[src/rtl/bra_pkg.sv]
`timescale 1ns / 1ps
// Shared types and constants of the bitmap region allocator.
// No dependencies; every other file imports this package.
package bra_pkg;

	localparam int MAP_BITS  = 256;
	localparam int WORD_BITS = 8;
	localparam int NUM_WORDS = MAP_BITS / WORD_BITS;
	localparam int WORD_SH   = $clog2(WORD_BITS);
	localparam int WIDX_W    = $clog2(NUM_WORDS);
	localparam int POS_W     = $clog2(MAP_BITS);
	localparam int CNT_W     = $clog2(MAP_BITS + 1);
	localparam int OP_W      = 3;
	localparam int STAT_W    = 2;
	localparam logic [WORD_BITS-1:0] WORD_ONES = 8'hFF;

	typedef enum logic [OP_W-1:0] {
		OP_SET   = 3'd0,
		OP_CLR   = 3'd1,
		OP_ANY   = 3'd2,
		OP_ALL   = 3'd3,
		OP_ALLOC = 3'd4
	} opcode_t;

	typedef enum logic [STAT_W-1:0] {
		ST_OK    = 2'd0,
		ST_FALSE = 2'd1,
		ST_RANGE = 2'd2
	} status_t;

	// Commands from the controller to the datapath.
	typedef struct packed {
		logic load;
		logic win_range;
		logic win_search;
		logic win_fill;
		logic win_sum;
		logic step_range;
		logic step_search;
		logic step_sum;
		logic emit;
	} cmd_t;

	// Status from the datapath to the controller.
	typedef struct packed {
		logic range_go;
		logic alloc_go;
		logic at_last;
		logic hit;
		logic out_free;
	} stat_t;

endpackage

[src/rtl/bra_ifs.sv]
`timescale 1ns / 1ps
// Handshake interfaces of the bitmap region allocator: request, response
// and configuration channels. Depends on bra_pkg.
interface bra_in_if import bra_pkg::*; ();
	logic             valid;
	logic             ready;
	logic [OP_W-1:0]  opcode;
	logic [POS_W-1:0] start_position;
	logic [CNT_W-1:0] bit_count;

	modport source (output valid, output opcode, output start_position, output bit_count,
		input ready);
	modport sink (input valid, input opcode, input start_position, input bit_count,
		output ready);
endinterface

interface bra_out_if import bra_pkg::*; ();
	logic              valid;
	logic              ready;
	logic [STAT_W-1:0] status;
	logic [POS_W-1:0]  found_position;
	logic              map_empty;
	logic              map_full;

	modport source (output valid, output status, output found_position, output map_empty,
		output map_full, input ready);
	modport sink (input valid, input status, input found_position, input map_empty,
		input map_full, output ready);
endinterface

interface bra_cfg_if import bra_pkg::*; ();
	logic             valid;
	logic             ready;
	logic [CNT_W-1:0] data;

	modport source (output valid, output data, input ready);
	modport sink (input valid, input data, output ready);
endinterface

[src/rtl/bra_ctrl.sv]
`timescale 1ns / 1ps
// Sequencing state machine of the bitmap region allocator.
// Depends on bra_pkg for the command and status structs.
module bra_ctrl import bra_pkg::*; (
	input  logic  clk,
	input  logic  arst_n,
	input  logic  req_valid,
	output logic  in_ready,
	input  stat_t stat,
	output cmd_t  cmd
);

	typedef enum logic [5:0] {
		S_IDLE   = 6'b000001,
		S_DECODE = 6'b000010,
		S_RANGE  = 6'b000100,
		S_SEARCH = 6'b001000,
		S_SUM    = 6'b010000,
		S_DONE   = 6'b100000
	} state_t;

	state_t state_q, state_nxt;

	assign in_ready = (state_q == S_IDLE);

	always_comb begin
		cmd       = '0;
		state_nxt = state_q;
		case (state_q)
			S_IDLE: begin
				if (req_valid) begin
					cmd.load  = 1'b1;
					state_nxt = S_DECODE;
				end
			end
			S_DECODE: begin
				if (stat.range_go) begin
					cmd.win_range = 1'b1;
					state_nxt     = S_RANGE;
				end else if (stat.alloc_go) begin
					cmd.win_search = 1'b1;
					state_nxt      = S_SEARCH;
				end else begin
					cmd.win_sum = 1'b1;
					state_nxt   = S_SUM;
				end
			end
			S_RANGE: begin
				cmd.step_range = 1'b1;
				if (stat.at_last) begin
					cmd.win_sum = 1'b1;
					state_nxt   = S_SUM;
				end
			end
			S_SEARCH: begin
				cmd.step_search = 1'b1;
				if (stat.hit) begin
					// The region is found; sweep it again to mark it set.
					cmd.win_fill = 1'b1;
					state_nxt    = S_RANGE;
				end else if (stat.at_last) begin
					cmd.win_sum = 1'b1;
					state_nxt   = S_SUM;
				end
			end
			S_SUM: begin
				cmd.step_sum = 1'b1;
				if (stat.at_last) begin
					state_nxt = S_DONE;
				end
			end
			S_DONE: begin
				if (stat.out_free) begin
					cmd.emit  = 1'b1;
					state_nxt = S_IDLE;
				end
			end
			default: begin
				state_nxt = S_IDLE;
			end
		endcase
	end

	always_ff @(posedge clk or negedge arst_n) begin
		if (!arst_n) begin
			state_q <= S_IDLE;
		end else begin
			state_q <= state_nxt;
		end
	end

endmodule

[src/rtl/bra_dp.sv]
`timescale 1ns / 1ps
// Datapath of the bitmap region allocator: the map words, the sweep window,
// the run search, the summary flags and the result register. Depends on bra_pkg.
module bra_dp import bra_pkg::*; (
	input  logic              clk,
	input  logic              arst_n,
	input  cmd_t              cmd,
	output stat_t             stat,
	input  logic [OP_W-1:0]   in_opcode,
	input  logic [POS_W-1:0]  in_start,
	input  logic [CNT_W-1:0]  in_count,
	input  logic              cfg_wr,
	input  logic [CNT_W-1:0]  cfg_data,
	output logic              out_valid,
	input  logic              out_ready,
	output logic [STAT_W-1:0] out_status,
	output logic [POS_W-1:0]  out_found,
	output logic              out_empty,
	output logic              out_full
);

	logic [WORD_BITS-1:0] map_q [NUM_WORDS];
	logic [CNT_W-1:0]     bits_in_use_q;

	logic [OP_W-1:0]  op_q;
	logic [POS_W-1:0] pos_q;
	logic [CNT_W-1:0] cnt_q;
	logic [CNT_W-1:0] size_q;

	logic [CNT_W-1:0]  lo_q, hi_q;
	logic [WIDX_W-1:0] widx_q, last_q;

	logic acc_any_q, acc_all_q, sum_any_q, sum_all_q, found_q;
	logic [CNT_W-1:0] run_q, run_start_q;

	logic              out_valid_q, empty_q, full_q;
	logic [STAT_W-1:0] status_q;
	logic [POS_W-1:0]  found_pos_q;

	logic [WORD_BITS-1:0] rd_word, mask;
	logic [CNT_W-1:0]     size_c, end_c, win_lo_c, win_hi_c, win_hi_m1;
	logic [CNT_W:0]       bound_sum;
	logic                 oob, win_load, do_set;
	logic                 srch_hit;
	logic [CNT_W-1:0]     srch_run, srch_start;
	logic [STAT_W-1:0]    status_c;

	// A zero register value counts as one bit; values above the map size clamp to the map size.
	always_comb begin
		if (bits_in_use_q == '0) begin
			size_c = CNT_W'(1);
		end else if (bits_in_use_q > CNT_W'(MAP_BITS)) begin
			size_c = CNT_W'(MAP_BITS);
		end else begin
			size_c = bits_in_use_q;
		end
	end

	assign rd_word   = map_q[widx_q];
	assign bound_sum = {1'b0, CNT_W'(pos_q)} + {1'b0, cnt_q};
	assign oob       = bound_sum > {1'b0, size_q};
	assign end_c     = bound_sum[CNT_W-1:0];
	assign do_set    = (op_q == OP_SET) || (op_q == OP_ALLOC);

	assign stat.range_go = (op_q <= OP_ALL) && !oob && (cnt_q != '0);
	assign stat.alloc_go = (op_q == OP_ALLOC) && (cnt_q != '0) && (cnt_q <= size_q);
	assign stat.at_last  = (widx_q == last_q);
	assign stat.hit      = srch_hit;
	assign stat.out_free = !out_valid_q || out_ready;

	// Bits of the current word that lie inside the window [lo, hi).
	always_comb begin
		logic [CNT_W-1:0] bidx;
		mask = '0;
		for (int j = 0; j < WORD_BITS; j++) begin
			bidx    = CNT_W'({widx_q, WORD_SH'(j)});
			mask[j] = (bidx >= lo_q) && (bidx < hi_q);
		end
	end

	// First-fit run tracking across the eight bits of the current word.
	always_comb begin
		logic [CNT_W-1:0] bidx;
		srch_run   = run_q;
		srch_start = run_start_q;
		srch_hit   = 1'b0;
		for (int j = 0; j < WORD_BITS; j++) begin
			bidx = CNT_W'({widx_q, WORD_SH'(j)});
			if (!srch_hit && (bidx < size_q)) begin
				if (rd_word[j]) begin
					srch_run   = '0;
					srch_start = CNT_W'(bidx + 1'b1);
				end else begin
					srch_run = CNT_W'(srch_run + 1'b1);
					if (srch_run == cnt_q) begin
						srch_hit = 1'b1;
					end
				end
			end
		end
	end

	// Window for the next sweep.
	assign win_load = cmd.win_range || cmd.win_search || cmd.win_fill || cmd.win_sum;
	always_comb begin
		if (cmd.win_range) begin
			win_lo_c = CNT_W'(pos_q);
			win_hi_c = end_c;
		end else if (cmd.win_fill) begin
			win_lo_c = srch_start;
			win_hi_c = CNT_W'(srch_start + cnt_q);
		end else begin
			win_lo_c = '0;
			win_hi_c = size_q;
		end
	end
	assign win_hi_m1 = CNT_W'(win_hi_c - 1'b1);

	always_comb begin
		if (op_q > OP_ALLOC) begin
			status_c = ST_RANGE;
		end else if ((op_q <= OP_ALL) && oob) begin
			status_c = ST_RANGE;
		end else if (op_q == OP_ANY) begin
			status_c = acc_any_q ? ST_OK : ST_FALSE;
		end else if (op_q == OP_ALL) begin
			status_c = acc_all_q ? ST_OK : ST_FALSE;
		end else if (op_q == OP_ALLOC) begin
			status_c = found_q ? ST_OK : ST_FALSE;
		end else begin
			status_c = ST_OK;
		end
	end

	always_ff @(posedge clk or negedge arst_n) begin
		if (!arst_n) begin
			for (int w = 0; w < NUM_WORDS; w++) begin
				map_q[w] <= '0;
			end
			bits_in_use_q <= CNT_W'(MAP_BITS);
			out_valid_q   <= 1'b0;
		end else begin
			if (cfg_wr) begin
				bits_in_use_q <= cfg_data;
			end
			if (cmd.step_range) begin
				if (do_set) begin
					map_q[widx_q] <= rd_word | mask;
				end else if (op_q == OP_CLR) begin
					map_q[widx_q] <= rd_word & ~mask;
				end
			end
			if (cmd.emit) begin
				out_valid_q <= 1'b1;
			end else if (out_ready) begin
				out_valid_q <= 1'b0;
			end
		end
	end

	always_ff @(posedge clk) begin
		if (cmd.load) begin
			op_q        <= in_opcode;
			pos_q       <= in_start;
			cnt_q       <= in_count;
			size_q      <= size_c;
			acc_any_q   <= 1'b0;
			acc_all_q   <= 1'b1;
			found_q     <= 1'b0;
			run_q       <= '0;
			run_start_q <= '0;
		end
		if (win_load) begin
			lo_q   <= win_lo_c;
			hi_q   <= win_hi_c;
			widx_q <= win_lo_c[POS_W-1:WORD_SH];
			last_q <= win_hi_m1[POS_W-1:WORD_SH];
		end else if (cmd.step_range || cmd.step_search || cmd.step_sum) begin
			widx_q <= WIDX_W'(widx_q + 1'b1);
		end
		if (cmd.win_sum) begin
			sum_any_q <= 1'b0;
			sum_all_q <= 1'b1;
		end
		if (cmd.step_range) begin
			acc_any_q <= acc_any_q | (|(rd_word & mask));
			acc_all_q <= acc_all_q & (&(rd_word | ~mask));
		end
		if (cmd.step_sum) begin
			sum_any_q <= sum_any_q | (|(rd_word & mask));
			sum_all_q <= sum_all_q & (&(rd_word | ~mask));
		end
		if (cmd.step_search) begin
			run_q       <= srch_run;
			run_start_q <= srch_start;
			if (srch_hit) begin
				found_q <= 1'b1;
			end
		end
		if (cmd.emit) begin
			status_q    <= status_c;
			found_pos_q <= found_q ? run_start_q[POS_W-1:0] : '0;
			empty_q     <= !sum_any_q;
			full_q      <= sum_all_q;
		end
	end

	assign out_valid  = out_valid_q;
	assign out_status = status_q;
	assign out_found  = found_pos_q;
	assign out_empty  = empty_q;
	assign out_full   = full_q;

`ifndef ASSERT_OFF
	a_range_word_touched: assert property (@(posedge clk) disable iff (!arst_n)
		cmd.step_range |-> (mask != '0))
		else $error("range sweep visits a word outside its window");
	a_window_in_map: assert property (@(posedge clk) disable iff (!arst_n)
		cmd.step_range |-> (hi_q <= size_q))
		else $error("write window passes the managed size");
	a_run_below_count: assert property (@(posedge clk) disable iff (!arst_n)
		cmd.step_search |-> (run_q < cnt_q))
		else $error("search run reached the count without a hit");
	a_emit_when_free: assert property (@(posedge clk) disable iff (!arst_n)
		cmd.emit |-> (!out_valid_q || out_ready))
		else $error("result register overwritten before it was taken");
	a_empty_full_excl: assert property (@(posedge clk) disable iff (!arst_n)
		out_valid_q |-> !(empty_q && full_q))
		else $error("map reported both empty and full");
`endif

endmodule

[src/rtl/bitmap_region_allocator.sv]
`timescale 1ns / 1ps
// Top level of the bitmap region allocator: channel wiring of controller and
// datapath. Depends on bra_pkg, bra_ifs, bra_ctrl and bra_dp.
//
// Usage. The block keeps a 256-bit allocation map, all clear after reset.
// Each request word on req carries an opcode, a start position and a bit
// count: set a range, clear a range, test whether any or all bits of a range
// are set, or allocate the lowest first-fit run of clear bits. Every request
// yields exactly one response word on rsp with a status, the start of an
// allocated region, and whether the managed part of the map is empty or full
// after the operation. The cfg channel writes bits_in_use, the number of
// managed bits; it is always ready and is to be written only while idle.
//
// Timing. One request is worked on at a time. The map is swept one byte per
// cycle. A request passes through accept and decode, a sweep of the bytes
// touched by a range operation, or for allocate a search sweep followed by a
// sweep of the bytes of the region, then a sweep of the managed bytes to
// rebuild the empty and full flags, and finally the load of the response
// register.
//
// Reset clears the map, sets bits_in_use to 256 and empties the response
// register. A response waits in its register while rsp is stalled; the block
// returns to idle but takes the next request's result only once the stalled
// word has been taken.
module bitmap_region_allocator import bra_pkg::*; (
	input  logic clk,
	input  logic arst_n,
	bra_in_if.sink    req,
	bra_out_if.source rsp,
	bra_cfg_if.sink   cfg
);

	cmd_t  cmd;
	stat_t stat;
	logic  in_ready;

	// Configuration writes are taken in any cycle.
	assign cfg.ready = 1'b1;
	assign req.ready = in_ready;

	bra_ctrl u_ctrl (
		.clk       (clk),
		.arst_n    (arst_n),
		.req_valid (req.valid),
		.in_ready  (in_ready),
		.stat      (stat),
		.cmd       (cmd)
	);

	bra_dp u_dp (
		.clk        (clk),
		.arst_n     (arst_n),
		.cmd        (cmd),
		.stat       (stat),
		.in_opcode  (req.opcode),
		.in_start   (req.start_position),
		.in_count   (req.bit_count),
		.cfg_wr     (cfg.valid),
		.cfg_data   (cfg.data),
		.out_valid  (rsp.valid),
		.out_ready  (rsp.ready),
		.out_status (rsp.status),
		.out_found  (rsp.found_position),
		.out_empty  (rsp.map_empty),
		.out_full   (rsp.map_full)
	);

endmodule
[src/flat_wrapper.sv]
// flat-port wrapper written by rule: the top's interface ports become plain ports
module bitmap_region_allocator_flat import bra_pkg::*;
  (clk, arst_n, req_valid, req_opcode, req_start_position, req_bit_count, req_ready, rsp_valid, rsp_status, rsp_found_position, rsp_map_empty, rsp_map_full, rsp_ready, cfg_valid, cfg_data, cfg_ready);
  bra_in_if req_i ();
  bra_out_if rsp_i ();
  bra_cfg_if cfg_i ();
  input  logic clk;
  input  logic arst_n;
  input wire logic [$bits(req_i.valid)-1:0] req_valid;
  input wire logic [$bits(req_i.opcode)-1:0] req_opcode;
  input wire logic [$bits(req_i.start_position)-1:0] req_start_position;
  input wire logic [$bits(req_i.bit_count)-1:0] req_bit_count;
  output wire logic [$bits(req_i.ready)-1:0] req_ready;
  output wire logic [$bits(rsp_i.valid)-1:0] rsp_valid;
  output wire logic [$bits(rsp_i.status)-1:0] rsp_status;
  output wire logic [$bits(rsp_i.found_position)-1:0] rsp_found_position;
  output wire logic [$bits(rsp_i.map_empty)-1:0] rsp_map_empty;
  output wire logic [$bits(rsp_i.map_full)-1:0] rsp_map_full;
  input wire logic [$bits(rsp_i.ready)-1:0] rsp_ready;
  input wire logic [$bits(cfg_i.valid)-1:0] cfg_valid;
  input wire logic [$bits(cfg_i.data)-1:0] cfg_data;
  output wire logic [$bits(cfg_i.ready)-1:0] cfg_ready;
  assign req_i.valid = req_valid;
  assign req_i.opcode = req_opcode;
  assign req_i.start_position = req_start_position;
  assign req_i.bit_count = req_bit_count;
  assign req_ready = req_i.ready;
  assign rsp_valid = rsp_i.valid;
  assign rsp_status = rsp_i.status;
  assign rsp_found_position = rsp_i.found_position;
  assign rsp_map_empty = rsp_i.map_empty;
  assign rsp_map_full = rsp_i.map_full;
  assign rsp_i.ready = rsp_ready;
  assign cfg_i.valid = cfg_valid;
  assign cfg_i.data = cfg_data;
  assign cfg_ready = cfg_i.ready;
  bitmap_region_allocator u_core (.clk(clk), .arst_n(arst_n), .req(req_i), .rsp(rsp_i), .cfg(cfg_i));
endmodule
[config.mk]
export PLATFORM = sky130hd
export DESIGN_NAME = bitmap_region_allocator_flat
export DESIGN_NICKNAME = d
export VERILOG_FILES = /design/src/rtl/bra_pkg.sv /design/src/rtl/bra_ifs.sv /design/src/rtl/bra_ctrl.sv /design/src/rtl/bra_dp.sv /design/src/rtl/bitmap_region_allocator.sv /design/src/flat_wrapper.sv
export SDC_FILE = /design/constraint.sdc
export NUM_CORES = 1
export LEC_CHECK = 0
export BUFFER_PORTS_ARGS = -buffer_cell sky130_fd_sc_hd__buf_4
export CORE_MARGIN = 2
export CORE_UTILIZATION = 64
export CTS_CLUSTER_DIAMETER = 150
export DETAILED_ROUTE_END_ITERATION = 7
export PLACE_DENSITY = 0.83
export SYNTH_ARGS = -nofsm -noshare
export SYNTH_HDL_FRONTEND = slang
export SYNTH_SLANG_ARGS = --single-unit
export TNS_END_PERCENT = 20
[constraint.sdc]
create_clock -name clk -period 15.35 [get_ports clk]
set_clock_uncertainty 0.1 [all_clocks]
set_input_delay 3.07 -clock clk [delete_from_list [all_inputs] [get_ports clk]]
set_output_delay 3.07 -clock clk [all_outputs]
set_load 0.005 [all_outputs]
**Word level (Yosys, flattened, before mapping)**

Cells that the tools add are included.

- Register bits after elaboration: 364
- Bits of input ports: 34
- Output and inout bits: 15
- Word-level logic and storage cells: 314

- Add/sub/neg operators: 20
- $lt $le $gt $ge: 31
- Equality and inequality tests: 22
- Muxes and demuxes: 120
- Bitwise logic cells: 11
- Reduce and logical (&&, ||, !) cells: 54

Operators with widths:

| operator | count |
|---|---|
| 256-bit bitwise mux | 2 |
| 256-bit two-way mux | 2 |
| 9-bit two-way mux | 38 |
| 8-bit by 9-bit < comparator with 1-bit output | 16 |
| 8-bit by 1-bit adder with 9-bit output, second input constant | 8 |
| 9-bit by 1-bit adder with 9-bit output, second input constant | 8 |
| 9-bit equality test | 8 |
| 8-bit by 9-bit greater-or-equal comparator with 1-bit output | 8 |
| 1-bit two-way mux | 59 |
| 8-bit binary-select mux with 5-bit select | 1 |
| 8-bit demux with 5-bit select | 1 |
| 8-bit two-way mux | 5 |
| 6-bit two-way mux | 6 |
| 6-bit one-hot mux with 6 select lines | 1 |
| 1-bit logical AND | 21 |
| 8-bit AND | 2 |
| 8-bit OR | 2 |
| 5-bit two-way mux | 3 |
| 2-bit nonzero test | 6 |
| 8-bit by 9-bit adder with 10-bit output | 1 |
| 10-bit by 9-bit greater-than comparator with 1-bit output | 1 |
| 1-bit logical NOT | 10 |
| 9-bit adder | 1 |
| 9-bit greater-than comparator, second input constant | 1 |
| other kinds (35) | 47 |

**Depth between registers and ports, before layout**

- Depth after elaboration: 40
- Mapped depth: 59
- Depth with buffers taken out: 54

**Hierarchy**

A second synthesis with hierarchy kept.

- Cells, all modules: 2619
- Area total of the unflattened synthesis: 24044.3 µm²

By module, submodules not included:

| module | times used | cells each | area an instance (µm²) |
|---|---|---|---|
| bra_dp | 1 | 2578 | 23666.4 |
| bra_ctrl | 1 | 39 | 366.6 |
| bitmap_region_allocator | 1 | 2 | 11.3 |

**Least setup slack after synthesis**

OpenSTA, ideal clock, no wires.

- Path kind: flip-flop to flip-flop
- Start: register u_core.u_dp.widx_q[4]
- End: register u_core.u_dp.widx_q[2] (data pin)
- Data arrival time: 12.093 ns
- Required time: 14.937 ns
- Path slack: 2.844 ns
- Cell stages (with the launch flop): 50
- Path buffers: 5
- Clock period less this slack: 12.506 ns
- Cells stage by stage: edfxtp_1 -> ha_1 -> nand4b_2 -> or4_1 -> nand2_1 -> buf_2 -> buf_2 -> nand2_1 -> a21boi_0 -> inv_1 -> ha_1 -> inv_1 -> a221oi_4 -> o2111a_1 -> xnor2_1 -> xnor2_1 -> or3_1 -> clkbuf_1 -> [... 14 more ...] -> nor2_1 -> nand3_1 -> o21ai_0 -> a221oi_1 -> or4b_1 -> nor4_4 -> a21oi_2 -> mux2i_1 -> ha_1 -> o211ai_2 -> a311oi_4 -> xnor3_1 -> a2111oi_1 -> a31o_2 -> buf_6 -> nor2_1 -> o21ai_1 -> o21bai_1

- Word-level cells in the longest chain between the ends: 40
- Elaborated cells between the ends (all ways): 104

RTL lines:

| element | line | text |
|---|---|---|
| from (decl) | bra_dp.sv:31 | `logic [WIDX_W-1:0] widx_q, last_q;` |
| from (signal assigned) | bra_dp.sv:176 | `widx_q <= win_lo_c[POS_W-1:WORD_SH];` |
| from (signal assigned) | bra_dp.sv:179 | `widx_q <= WIDX_W'(widx_q + 1'b1);` |
| branches (longest 39 deep; another with 9-bit by 1-bit adder with 9-bit output) | n/a |  |
| 5-bit two-way mux (*) | bra_dp.sv:173 | `if (win_load) begin` |

Mark *: on every way between the ends. The select of a mux whose other input is x is not followed.
A chain may end at the register's enable or synchronous reset.

**Worst setup path after layout**

- Start: register u_core.u_dp.widx_q[1]
- End: register u_core.u_dp.last_q[4] (data pin)

- Word-level cells in the longest chain between the ends: 40
- Elaborated cells between the ends (all ways): 107

RTL lines:

| element | line | text |
|---|---|---|
| branches (longest 37 deep; another with 9-bit by 1-bit adder with 9-bit output) | n/a |  |
| 9-bit two-way mux (*) | bra_dp.sv:109 | `end else if (cmd.win_fill) begin` |
| 9-bit two-way mux (*) | bra_dp.sv:106 | `if (cmd.win_range) begin` |
| 8-bit by 1-bit subtractor with 8-bit output (*) | bra_dp.sv:117 | `assign win_hi_m1 = CNT_W'(win_hi_c - 1'b1);` |
| via u_core.u_dp.win_hi_m1[7] | bra_dp.sv:41 | `logic [CNT_W-1:0] size_c, end_c, win_lo_c, win_hi_c, win_hi_m1;` |
| to (signal assigned) | bra_dp.sv:177 | `last_q <= win_hi_m1[POS_W-1:WORD_SH];` |
| to (decl) | bra_dp.sv:31 |  |

Mark *: on every way through the listed nets, which the timed path passes. The select of a mux whose other input is x is not followed.

==> run_results.csv <==
group,metric,value,unit
run_status,status,"completed",
routing,detail_route.wl_per_cell,25.04,µm
placement,place.gp.congestion,1.015,
pwr,p_clk_frac,0.147,
synthesis,syn-cell-area,23820,µm²
synthesis,synthTopCellsByCount,"nor2_1, a21oi_1, dfrtp_1",
pwr,sequentialPowerShare,0.188,
worst_setup_path,crit_buf_inv,3,
pwr,p_leak,10.77,nW
worst_hold_path,min_path_cells,0,
routing,wl_met3,7137,µm
floorplan,io_pins,49,
grt,first_global_vias,20518,
pwr,p_int,3.121,mW
routing,routed_via_density,6.999,
floorplan,core,36610,µm²
worst_setup_path,critPathLaunchType,"flip-flop",
synthesis,synth_edf_count,91,
synthesis,synth_cell_type_count,131,
cts,cts_max_path_buffers,3,
cts,clock-root-buffer,"clkbuf_16",
final_layout,final_nets,2615,
worst_hold_path,min_to,"u_core.u_dp.out_full",
cts,cts_buffers,39,
cts,post_cts_buffers,0,
sta,final-setup-viol-count,0,
routing,wl,75290,µm
worst_setup_path,reg2regPathDepth,45,
sta,setup_tns,0,ps
floorplan,initial_utilization,0.6506,
cts,clk_pin_slew,60,ps
pwr,powerDensity,243.1,nW/µm²
cts,htreeDepth,2,
floorplan,dieArea,38770,µm²
floorplan,die-width,196.9,µm
synthesis,ys_seq_area_frac,0.4014,
cts,cts_resized,0,
sta,fin_crit,14600,ps
sta,final-hold-violation-count,0,
grt,antenna_found_initial,2,
synthesis,async_flop_share,0.7473,
synthesis,synth_top_cell_by_area,"dfrtp_1",
worst_setup_path,max_stage_delay,680,ps
synthesis,syn-num-nets,2632,
routing,dr.max_layer_used,"met5",
synthesis,ys.flop_type,"dfrtp_1",
pwr,irDropWorstVdd,0.0002388,V
worst_setup_path,cp_max_fo,83,
run,max_cap_violations,0,
synthesis,synth-seq-cells,364,
routing,antenna_left,0,
worst_setup_path,critPathKind,"reg -> reg",
placement,dp_hpwl,53120,µm
worst_hold_path,min_from,"u_core.u_dp.sum_all_q",
worst_hold_path,holdCritPathClass,"reg -> reg",
grt,grt-ovfl-total,0,
final_layout,final_layout_size_suffix_gt1_frac,0.1249,
synthesis,syn_inst,2530,
pwr,power_frac_comb,0.665,
routing,first_iter_violations,2345,
routing,wl_met1,28330,µm
final_layout,syn2layout_area_growth,8.037,%
worst_setup_path,cp_top_family,"compound AO/OA/AOI/OAI gates",
worst_setup_path,required,15530,ps
cts,cts_tree,"done",
grt,grt_pass1_wl,117500,µm
routing,wl_met2,36030,µm
synthesis,synth.avg_cell_area,9.414,µm²
grt,track_usage,0.3923,
sta,drv_slew,0,
cts,cts.hold.buffers_added,0,
worst_setup_path,critPathSlowestCell,"or4_1",
sta,slew_headroom,0.1231,
routing,route.detailed.drc,0,
pwr,power.switching,3.134,mW
sta,tightest_slew,1314,ps
synthesis,synth.area.top_cells,"dfrtp_1, edfxtp_1, a21oi_1",
synthesis,yosysMostFrequentCell,"nor2_1",
worst_setup_path,crit_path_end_kind,"flip-flop",
worst_setup_path,rr_endpoint,"u_core.u_dp.last_q[4]",
floorplan,die_h,196.9,µm
floorplan,rows,70,
worst_setup_path,critical_path_arrival,14780,ps
sta,min_period_over_period,0.9511,
pwr,swShare,0.5011,
routing,vias,21045,
synthesis,yosysWarnings,0,
worst_setup_path,rr_startpoint,"u_core.u_dp.widx_q[1]",
synthesis,synth_top_area_share,0.2837,
placement,port_buffers,47,
sta,fmax,0.06850,GHz
final_layout,fillCellCount,2713,
worst_setup_path,ff2ff_setup_slack,750,ps
routing,drtPass1Iterations,6,
cts,clkLatencyLatePin,540,ps
cts,cts_sinks,364,
final_layout,fin_util,0.7029,
grt,grt_max_degree,187,
sta,rsz0062_at_grt,"no",
## power by group through the flow
stage / sequential [mW] / combinational (mW) / clock (mW)
after CTS: 1.17 / 4.04 / 0.925
after global routing: 1.18 / 4.47 / 0.958
after floorplan: 1.15 / 3.09 / 0
final: 1.18 / 4.16 / 0.919
after detailed placement: 1.19 / 4.01 / 0
after global placement: 1.19 / 3.98 / 0
## area by class of cell
cell class	count	area (µm²)	share of cell area
inverters	81	304.0	0.01182
repair buffers	90	720.7	0.02801
clock inverters	12	122.6	0.004765
clock buffers	54	1104	0.04289
diodes	1	2.502	0.00009725
well taps	468	585.6	0.02276
flip-flops and latches	364	9562	0.3716
multi-input cells	1937	13330	0.5181
## worst max path at each step
stage | start | endpoint | slack, ps | cells past startpoint
floorplan | u_core.u_dp.widx_q[4] | u_core.u_dp.widx_q[2] | 2840 | 49
global placement | u_core.u_dp.widx_q[3] | u_core.u_dp.last_q[4] | 1040 | 47
detailed placement | u_core.u_dp.widx_q[3] | u_core.u_dp.last_q[4] | 750 | 45
CTS | u_core.u_dp.widx_q[3] | u_core.u_dp.last_q[4] | 690 | 45
global route | u_core.u_dp.widx_q[3] | u_core.u_dp.last_q[4] | 90 | 47
finish | u_core.u_dp.widx_q[1] | u_core.u_dp.last_q[4] | 750 | 45
## kinds of logic (layout without fill, tap and decap cells)
family	Yosys count	count (layout)	share of synthesized area
xor+xnor	121	121	0.05048
other cells	1	2	0.0001574
compound gates	753	753	0.2125
mux	106	106	0.07323
flops	364	364	0.4014
fa+ha+maj	68	68	0.03635
simple gates	888	888	0.1840
buf+inv	229	237	0.04182
## per-layer routing
| metal | global-route usage | vias to the layer above |
|---|---|---|
| met5 | 0 | - |
| met4 | 0.1855 | 2 |
| met3 | 0.07426 | 259 |
| met2 | 0.6434 | 1219 |
| met1 | 0.5067 | 10266 |
| li1 | - | 9299 |
## flip-flops by register name, indices dropped and copies added, names as in the netlist, 6 cells and up
signal,cells
u_core.u_dp.run_q,9
u_core.u_dp.size_q,9
u_core.u_dp.out_found,8
u_core.u_dp.run_start_q,9
u_core.u_dp.lo_q,9
u_core.u_dp.pos_q,8
u_core.u_dp.map_q,256
u_core.u_dp.hi_q,9
u_core.u_ctrl.state_q,6
u_core.u_dp.cnt_q,9
u_core.u_dp.bits_in_use_q,9
## stage by stage
step / cells / setup slack [ps] / total power [mW] / cell area (µm²) / hold slack [ps]
6_report: 3007 / 751.3 / 6.256 / 25730 / 354.8
5_1_grt: 3006 / 91.83 / 6.609 / 25730 / 377.1
4_1_cts: 3005 / 694.0 / 6.142 / 25710 / 355.0
3_5_place_dp: 2939 / 754.7 / 5.199 / 24480 / 341.0
3_3_place_gp: 2939 / 1044 / 5.169 / 24480 / 340.7
2_1_floorplan: 2530 / 2844 / 4.238 / 23820 / 327.2
## layout by cell type, fill, tap and decap left out, drive strengths merged, types with 10 or more instances in the layout
master,n
nor2,404
a21oi,356
dfrtp,270
nand2,145
edfxtp,91
xnor2,90
buf,90
inv,83
o21ai,79
ha,66
clkbuf,54
mux4,52
nor3,51
nand3,49
mux2i,37
nor4,34
and2,33
a22oi,30
o22ai,27
and3,24
nand4,24
xor2,22
o211ai,22
a21o,19
or4,19
o21a,18
a211oi,18
a31oi,17
or3,17
mux2,17
o21bai,16
nand2b,15
nor3b,11
a22o,11
a221oi,11
nand3b,10
o221ai,10
or2,10
a21boi,10
No activity file was read; power rests on OpenSTA's default activity.
